==> src/rtl/pmq_pkg.sv <==
package pmq_pkg;

   localparam int NUM_CHANNELS   = 8;
   localparam int NUM_PRIORITIES = 4;
   localparam int CAPACITY       = 16;

   // channels above this number have no enable bit
   localparam int MAX_ENABLED    = 8;

   localparam int CMD_W      = 1;
   localparam int CHAN_W     = 4;
   localparam int PRIO_W     = 2;
   localparam int TYPE_W     = 16;
   localparam int WORD_W     = 32;
   localparam int STATUS_W   = 2;
   localparam int COUNT_W    = 5;
   localparam int MASK_W     = 8;
   localparam int CSR_IDX_W  = 1;
   localparam int CSR_DATA_W = 8;

   localparam logic [CMD_W-1:0] CMD_SEND = 1'b0;
   localparam logic [CMD_W-1:0] CMD_RECV = 1'b1;

   localparam logic [STATUS_W-1:0] STATUS_OK      = 2'd0;
   localparam logic [STATUS_W-1:0] STATUS_INVALID = 2'd1;
   localparam logic [STATUS_W-1:0] STATUS_FULL    = 2'd2;
   localparam logic [STATUS_W-1:0] STATUS_EMPTY   = 2'd3;

   localparam logic [CSR_IDX_W-1:0] CSR_ENABLE_MASK  = 1'b0;
   localparam logic [CSR_IDX_W-1:0] CSR_QUEUE_ENTRIES = 1'b1;

   localparam logic [COUNT_W-1:0] QUEUE_ENTRIES_RESET = 5'd16;

   typedef struct packed {
      logic [TYPE_W-1:0] mtype;
      logic [WORD_W-1:0] opcode;
      logic [WORD_W-1:0] pointer;
   } msg_type;

endpackage

==> src/rtl/pmq_state_mem.sv <==
module pmq_state_mem #(
   parameter int DEPTH  = pmq_pkg::NUM_CHANNELS,
   parameter int ADDR_W = 3,
   parameter int WIDTH  = 46
) (
   input  logic              clock,
   input  logic              reset,
   input  logic              rd_en,
   input  logic [ADDR_W-1:0] rd_addr,
   output logic [WIDTH-1:0]  rd_data,
   input  logic              wr_en,
   input  logic [ADDR_W-1:0] wr_addr,
   input  logic [WIDTH-1:0]  wr_data
);

   logic [WIDTH-1:0] mem [DEPTH];
   logic [DEPTH-1:0] row_vld_ff;
   logic [WIDTH-1:0] rdata_ff;
   logic             rvld_ff;

   always_ff @(posedge clock) begin
      if (wr_en) begin
         mem[wr_addr] <= wr_data;
      end
      if (rd_en) begin
         rdata_ff <= mem[rd_addr];
      end
   end

   // a row never written reads as all zero
   always_ff @(posedge clock) begin
      if (reset) begin
         row_vld_ff <= '0;
         rvld_ff    <= 1'b0;
      end else begin
         if (wr_en) begin
            row_vld_ff[wr_addr] <= 1'b1;
         end
         if (rd_en) begin
            rvld_ff <= row_vld_ff[rd_addr];
         end
      end
   end

   assign rd_data = rvld_ff ? rdata_ff : '0;

endmodule

==> config.mk <==
export PLATFORM = sky130hd
export DESIGN_NAME = pmq_state_mem
export DESIGN_NICKNAME = d
export VERILOG_FILES = /design/src/rtl/pmq_pkg.sv /design/src/rtl/pmq_state_mem.sv
export SDC_FILE = /design/constraint.sdc
export NUM_CORES = 1
export LEC_CHECK = 0
export BUFFER_PORTS_ARGS = -buffer_cell sky130_fd_sc_hd__buf_4
export CORE_MARGIN = 10
export CORE_UTILIZATION = 60
export CTS_CLUSTER_SIZE = 30
export DETAILED_ROUTE_END_ITERATION = 16
export HOLD_SLACK_MARGIN = 0.1
export PLACE_DENSITY_LB_ADDON = 0.15
export SKIP_CTS_REPAIR_TIMING = 1
export SYNTH_ARGS = -nofsm -noshare
export SYNTH_HDL_FRONTEND = slang
export SYNTH_SLANG_ARGS = --single-unit
==> constraint.sdc <==
create_clock -name clock -period 6.9 [get_ports clock]
set_clock_uncertainty 0.15 [all_clocks]
set_input_delay 0 -clock clock [delete_from_list [all_inputs] [get_ports clock]]
set_output_delay 0 -clock clock [all_outputs]
set_load 0.1 [all_outputs]
# --- Word level (Yosys, flattened, before mapping) ---
# Memory sizes are Yosys's and may differ from the RTL's. A register that Yosys moved wholly into a read port is not among the register bits.
# Cells that the tools add are included.
word_totals:
  reg_bits: 9
  ram_bits: 368
  inputBits: 56
  elab_cells: 15
  n_memories: 1
memory_table:
  columns: ["name", "depth", "word_bits", "rd", "rd_ports_with_merged_regs", "wr", "line", "text"]
  rows:
  - ["mem", 8, 46, 1, 1, 1, "pmq_state_mem.sv:16", "logic [WIDTH-1:0] mem [DEPTH];"]
classes:
  order_cmp: 3
  mux: 7
  n_bitwise: 1
  reduce_logical: 1
ops:
  columns: ["cell", "count"]
  rows:
  - ["46-bit 2-to-1 mux", 1]
  - ["3-bit by 4-bit less-than comparator with 1-bit output, second input constant", 2]
  - ["8-bit OR", 1]
  - ["1-bit 2-to-1 mux", 4]
  - ["1-bit binary-select mux with 3-bit select", 1]
  - ["1-bit demux with 3-bit select", 1]
  - ["3-bit by 1-bit greater-or-equal comparator with 1-bit output, second input constant", 1]
  - ["1-bit logical AND", 1]

# --- Logic depth before layout (Yosys ltp) ---
# Gate-level depths: netlist of run 1.
logic_depth:
  depth_word: 5
  ltp_mapped: 5
  ltp_nobuf: 3

# --- Least setup slack after synthesis of run 1 ---
# No wires, ideal clock.
synth_timing:
  path_type: "input -> register"
  from: "input wr_addr[0]"
  to: "memory mem[0][0], enable pin"
  t_arrival_ns: 4.937
  required_ns: 6.164
  setup_slack_ns: 1.227
  path_stages: 1
  cell_sequence: "nor4b_1"
synth_rtl:
  columns: ["item", "line", "text"]
  rows:
  - ["start: declaration", "pmq_state_mem.sv:12", "input logic [ADDR_W-1:0] wr_addr,"]
  - ["end: declaration", "pmq_state_mem.sv:16", null]
# No word-level cell before the write port.

# --- Worst setup path in the final report of run 1 ---
layout_timing:
  from: "input rd_addr[0]"
  to: "register rvld_ff"
layout_via:
  elab_chain_len: 2
layout_rtl:
  columns: ["item", "line", "text"]
  rows:
  - ["start: declaration", "pmq_state_mem.sv:9", "input logic [ADDR_W-1:0] rd_addr,"]
  - ["1-bit binary-select mux with 3-bit select", "pmq_state_mem.sv:40", "rvld_ff <= row_vld_ff[rd_addr];"]
  - ["1-bit 2-to-1 mux (not written as such)", "pmq_state_mem.sv:40", null]
  - ["end signal: assignment", "pmq_state_mem.sv:40", null]
  - ["end: declaration", "pmq_state_mem.sv:19", "logic rvld_ff;"]
# No other way between the ends. The select of a mux whose other input is x is not followed.
# A chain may end at the register's enable or synchronous reset.

==> impl_metrics.json, run 1 <==
{
  "grt_setup_unrepaired": "false",
  "ys_ff_latch": 423,
  "fin_setup_tns_ns": 0,
  "r2r_end": "rvld_ff",
  "hp-start": "wr_data[36]",
  "initial_utilization_pct": 61.48,
  "drtIter0Drc": 562,
  "critPathArrivalTime_ns": 2.86,
  "multiInputGateArea_sq_um": 3328,
  "slew_headroom_pct": 26.62,
  "io_pins": 102,
  "irDropWorstVdd_v": 0.0002826,
  "syn_inst": 669,
  "regArea_sq_um": 12610,
  "drive_above_1_share_pct": 36.01,
  "vias": 7263,
  "coreArea_sq_um": 26210,
  "hold_ws_ns": 0.08566,
  "insertion_delay_ns": 0.54,
  "synth_cell_types": 21,
  "outcome": "finished, final reports clean",
  "switching_share_pct": 20.91,
  "holdPathStages": 2,
  "vias_per_cell": 5.958,
  "power.total_mw": 5.535,
  "holdPathEnd": "mem[6][36]",
  "power_frac_seq_pct": 53.4,
  "cts.clk_slew.worst_paths_ns": 0.06,
  "path_cells": "buf_6 > buf_4 > mux2i_1 > mux4_2 > a211oi_2 > dlygate4sd3_1",
  "place_congestion": 0.6880,
  "hold_class": "in2reg",
  "grt_pass1_vias": 7706,
  "io_buffers": 101,
  "antenna_left": 0,
  "cts_tree": "done",
  "clkPwrFrac_pct": 39.4,
  "timing.fmax_mhz": 392.6,
  "cp_slowest_cell": "buf_4",
  "p_per_area_nw_per_um2": 289.5,
  "fp.dieW_um": 183.9,
  "wirelength_um": 30990,
  "die_area_sq_um": 33800,
  "antenna_found_initial": 1,
  "htreeDepth": 2,
  "syn_nets": 725,
  "maxSlewViolCount": 0,
  "ff2ff_setup_slack_ns": 4.70,
  "seq_area_frac_synth_pct": 78.29,
  "p_leak_nw": 6.518,
  "ctsRootBufferMaster": "clkbuf_16",
  "synthesis.area_per_instance_sq_um": 24.08,
  "hpwlAfterDp_um": 14820,
  "worstSetupStartpointType": "input port",
  "cts_max_path_buffers": 3,
  "path_class": "in2reg",
  "nets": 906,
  "cts_made_buffers": 42,
  "required_ns": 7.21,
  "pwr-share-comb_pct": 7.2,
  "yosys_warnings": 0,
  "grt_first_pass_wirelength_um": 46100,
  "std_cell_rows": 59,
  "worstReg2RegStart": "rvld_ff",
  "synthToLayoutAreaGrowth_pct": 18.67,
  "drcViolationCount": 0,
  "final_hold_viol_count": 0,
  "drt_pass1_iterations": 5,
  "grt_max_degree": 64,
  "worst_r2r_path_depth": 3,
  "grt_usage_pct": 18.28,
  "max_stage_delay_ns": 0.69,
  "maxCapViolCount": 0,
  "netlist_area_sq_um": 16110,
  "wl_per_cell_um": 25.42,
  "cts.sinks": 423,
  "period_share_pct": 36.92,
  "fillers": 1433,
  "period_needed_ns": 2.547,
  "p_int_mw": 4.378,
  "grt_overflow": 0,
  "setup_viol": 0,
  "switching_power_mw": 1.157,
  "cp-end-kind": "flip-flop",
  "die_h_um": 183.9,
  "worst_pin_slew_ns": 1.101,
  "path_max_fanout": 63
}
==> worst max path at each step <==
| stage | startpoint | end | slack [ns] | depth (start not counted) |
|---|---|---|---|---|
| 2_1_floorplan | wr_addr[0] | mem[0][0] | 1.23 | 1 |
| 3_3_place_gp | rd_addr[0] | rdata_ff[25] | 4.15 | 4 |
| 3_5_place_dp | rd_addr[0] | rdata_ff[25] | 4.07 | 4 |
| 4_1_cts | rvld_ff | rd_data[45] | 4.51 | 2 |
| 5_1_grt | rd_addr[0] | rvld_ff | 4.12 | 6 |
| 6_report | rd_addr[0] | rvld_ff | 4.35 | 6 |
==> cells in the final DEF (no fill, tap or decap), drive strengths merged, types with 2 or more instances in the layout <==
master,Yosys,routed
buf,22,110
dlygate4sd3,0,59
nand2,2,2
mux2,46,46
bufinv,0,2
clkinvlp,0,4
and4b,2,2
nor4bb,2,2
mux2i,4,4
clkbuf,10,58
edfxtp,414,414
mux4,93,93
nor2,12,12
o21ba,3,3
dfxtp,9,9
clkinv,0,12
and2,46,46
==> critical path: cells and delay by family <==
family | cells | cell delay, ns
buf+inv | 3 | 1.91
mux | 2 | 0.69
compound gates | 1 | 0.23
==> synthesized netlist by cell type <==
library cell | n | area, sq um
nand2_1 | 2 | 7.510
edfxtp_1 | 414 | 12430
nor3_1 | 1 | 5.000
dfxtp_1 | 9 | 180.2
mux4_2 | 87 | 1959
a211oi_2 | 1 | 12.51
buf_6 | 1 | 11.26
nor4b_1 | 1 | 8.760
nor3b_1 | 1 | 7.510
o21ba_2 | 3 | 30.03
and4b_1 | 2 | 20.02
mux2i_1 | 4 | 40.04
buf_2 | 16 | 80.08
mux2_2 | 6 | 67.56
buf_12 | 5 | 100.1
mux2_4 | 40 | 600.6
nor2_1 | 12 | 45.04
mux4_1 | 6 | 157.7
clkbuf_1 | 10 | 37.54
nor4bb_1 | 2 | 20.02
and2_1 | 46 | 287.8
==> metrics by stage <==
| step | worst slack [ns] | area, sq um | instances | utilization (%) |
|---|---|---|---|---|
| 6_report | 4.353 | 19120 | 1219 | 72.95 |
| 5_1_grt | 4.116 | 19120 | 1219 | 72.95 |
| 4_1_cts | 4.513 | 18530 | 1159 | 70.69 |
| 3_5_place_dp | 4.075 | 17190 | 1082 | 65.60 |
| 3_3_place_gp | 4.152 | 17190 | 1082 | 65.60 |
| 2_1_floorplan | 1.227 | 16110 | 669 | - |
==> power groups by stage <==
stage	sequential, mW	combinational (mW)	clock (mW)
after floorplan	3.00	0.265	0
after global placement	3.00	0.363	0
after detailed placement	3.01	0.375	0
after CTS	2.96	0.376	2.22
after global routing	2.96	0.423	2.32
final	2.96	0.399	2.18
==> area by class of cell <==
cell class | count | area share (%)
Timing Repair Buffer | 169 | 7.428
Tap cell | 335 | 2.192
Clock inverter | 19 | 0.7984
Sequential cell | 423 | 65.98
Multi-Input combinational cell | 214 | 17.41
Clock buffer | 58 | 6.185
Antenna cell | 1 | 0.01309
==> state kept, by name, summed over array words and instances, names as in the netlist <==
name / count
rvld_ff: 1
row_vld_ff: 8
rdata_ff: 46
mem: 368
==> cells by family (layout without fill, tap and decap cells) <==
group / after synthesis / after routing / share of synthesized area [%]
flops: 423 / 423 / 78.29
mux: 143 / 143 / 17.54
simple gates: 67 / 67 / 2.493
buf+inv: 32 / 246 / 1.421
compound gates: 4 / 4 / 0.2641
other cells: 0 / 1 / 0
==> per-layer routing <==
metal  GRT usage (%)  vias to the layer above  part of all wire [%]
met4           4.785                        0                   1.5
li1                -                     3159                     -
met1           22.69                     3837                    40
met5               0                        -                     0
met3           4.387                       46                   5.9
met2           31.67                      221                    52
Power figures use the tool's default switching activity.
==> run 2: changes to the inputs <==
--- a/config.mk
+++ b/config.mk
@@ -5,9 +5,10 @@
 export SDC_FILE = /design/constraint.sdc
 export NUM_CORES = 1
 export LEC_CHECK = 0
+export ABC_AREA = 1
 export BUFFER_PORTS_ARGS = -buffer_cell sky130_fd_sc_hd__buf_4
 export CORE_MARGIN = 10
-export CORE_UTILIZATION = 60
+export CORE_UTILIZATION = 54
 export CTS_CLUSTER_SIZE = 30
 export DETAILED_ROUTE_END_ITERATION = 16
 export HOLD_SLACK_MARGIN = 0.1
==> constraint.sdc (replaced) <==
create_clock -name clock -period 2.15 [get_ports clock]
set_clock_uncertainty 0.15 [all_clocks]
set_input_delay 0 -clock clock [delete_from_list [all_inputs] [get_ports clock]]
set_output_delay 0 -clock clock [all_outputs]
set_load 0.1 [all_outputs]
==> run 2 against run 1 <==
Wire length increased by 18%. First-iteration DRC count increased by 48%. Combinational power increased to 3.8 times the previous value. Largest cell class unchanged. Highest routed layer unchanged.
==> impl_metrics.json, run 2 <==
{
  "irDropWorstVdd_v": 0.0007346,
  "vias_per_cell": 5.551,
  "finalInstanceArea_sq_um": 19570,
  "seq_area_frac_synth_pct": 77.14,
  "clkPwrFrac_pct": 39.8,
  "syn_inst": 1253,
  "netlist_area_sq_um": 16350,
  "synth_cell_types": 19,
  "drt_pass1_iterations": 5,
  "largest_reg_flops": 368,
  "critPathArrivalTime_ns": 1.80,
  "antenna_left": 0,
  "cp_slowest_cell": "buf_4",
  "insertion_delay_ns": 0.53,
  "synth_common_cells": "edfxtp_1, nor2_1, nand2_1, o21ai_0, o22ai_1",
  "outcome": "finished, final reports clean",
  "cpLargestDelayFamily": "buffers and inverters",
  "synth_top_cell_area_share_pct": 76.04,
  "io_buffers": 101,
  "cp-end-kind": "output pin",
  "timing.fmax_mhz": 512.0,
  "path_cells": "buf_4 > nand2_1 > inv_1 > buf_4",
  "htreeDepth": 2,
  "grt_pass1_vias": 9481,
  "switching_power_mw": 3.998,
  "place_congestion": 0.7294,
  "antenna_found_initial": 1,
  "ctsRootBufferMaster": "clkbuf_16",
  "reg_top3": "mem: 368 flops, rdata_ff: 46 flops, row_vld_ff: 8 flops",
  "synth_ff_type": "edfxtp_1",
  "drcViolationCount": 0,
  "synthToLayoutAreaGrowth_pct": 19.71,
  "cts_made_buffers": 42,
  "final_hold_viol_count": 0,
  "async_flop_share_pct": 0,
  "dr_wl_met2_um": 18030,
  "slew_headroom_pct": 45.88,
  "vias": 10140,
  "cts.sinks": 423,
  "drive_above_1_share_pct": 13.44,
  "cpMostUsedCell": "buf_4",
  "max_stage_delay_ns": 0.39,
  "p_per_area_nw_per_um2": 931.0,
  "die_area_sq_um": 37640,
  "ys_ff_latch": 423,
  "synthesis.area_per_instance_sq_um": 13.05,
  "initial_utilization_pct": 54.87,
  "p_leak_nw": 7.172,
  "drtIter0Drc": 832,
  "ff2ff_setup_slack_ns": 0.94,
  "final_common_cell": "edfxtp_1",
  "nets": 1461,
  "period_share_pct": 90.84,
  "io_pins": 102,
  "cts.clk_slew.worst_paths_ns": 0.06,
  "worstSetupStartpointType": "flip-flop",
  "grt_max_degree": 189,
  "yosys_warnings": 0,
  "worst_pin_slew_ns": 0.8119,
  "ys_top_cells_by_area": "edfxtp_1, nor2_1, o21ai_0",
  "required_ns": 2.00,
  "power_frac_seq_pct": 52.0,
  "final_cell_mix": "edfxtp_1, nor2_1, nand2_1, o21ai_0, buf_4",
  "fp.dieW_um": 194,
  "path_class": "reg2out",
  "top_layer_used": "met4",
  "routed-wl-met3_um": 2330,
  "syn_nets": 1309,
  "die_h_um": 194,
  "std_cell_rows": 63,
  "grt_overflow": 0,
  "coreArea_sq_um": 29800,
  "hpwlAfterDp_um": 17630,
  "wirelength_um": 36530,
  "pwr-share-comb_pct": 8.2,
  "grt_setup_unrepaired": "false",
  "worst-path-buf-inv": 3,
  "maxCapViolCount": 0,
  "cts_tree": "done",
  "p_int_mw": 14.22,
  "cts_max_path_buffers": 3,
  "grt_first_pass_wirelength_um": 55460,
  "fin_setup_tns_ns": 0,
  "grt_usage_pct": 18.61,
  "period_needed_ns": 1.953,
  "final_core_util_pct": 65.69,
  "switching_share_pct": 21.94,
  "setup_viol": 0,
  "yosys.area.top_type": "edfxtp_1",
  "met1_length_um": 15630,
  "maxSlewViolCount": 0,
  "placed_cell_area_sq_um": 17600,
  "synth.most_common_cell": "edfxtp_1",
  "synth-edff-count": 414,
  "top_register": "mem",
  "hold_class": "in2reg",
  "wl_per_cell_um": 19.99,
  "path_max_fanout": 28
}
run 2: layout make-up:
cell class	instances	area (sq um)
antenna	1	2.502
clock buffer	60	1212
clock inverter	15	165.2
fill	2212	10220
inverter	62	240.2
multi-input combinational	691	3127
sequential	423	12610
tap	390	488.0
timing repair buffer	185	1724
run 2: logic make-up (layout without fill, tap and decap cells):
logic type             Yosys count  after routing  synth area share (%)
and+or+nand+nor                413            413                 9.528
DFF                            423            423                 77.14
AOI/OAI and AO/OA              278            278                 9.229
other                            0              1                     0
buffers and inverters          139            322                 4.102
run 2: through the flow:
stage | power, mW | instances | hold WS, ns | setup WS [ns]
after floorplan | 10.55 | 1253 | -0.05703 | -0.5873
after global placement | 11.03 | 1692 | 0.08257 | 0.5716
after detailed placement | 11.06 | 1692 | 0.08533 | 0.5032
after CTS | 18.25 | 1767 | -0.4664 | 0.1660
after global routing | 18.87 | 1827 | 0.08950 | 0.1129
final | 18.22 | 1827 | 0.06565 | 0.1969
run 2: per-layer routing:
metal / global-route usage (%) / up-vias
li1: - / 4776
met1: 25.53 / 4996
met2: 30.23 / 320
met3: 3.441 / 49
met4: 4.401 / 0
met5: 0 / -
run 2: worst paths after layout:
kind,from,endpoint,depth (start not counted)
max,rvld_ff,rd_data[12],4
min,rd_addr[0],rdata_ff[22],6
min reg2reg,row_vld_ff[6],row_vld_ff[6],2
max reg2reg,rvld_ff,rvld_ff,3
run 2: power by group through the flow:
stage                     Combinational [mW]  Clock (mW)  Sequential [mW]
after floorplan                        0.920           0             9.63
after detailed placement                1.42           0             9.64
after global routing                    1.63        7.75             9.49
final                                   1.50        7.25             9.47
after CTS                               1.42        7.36             9.47
after global placement                  1.39           0             9.64
run 2: worst min-delay path: cells and delay by family:
kind / cells / cell delay (ns)
simple gates: 3 / 0.22
buf+inv: 2 / 0.26
compound gates: 1 / 0.09
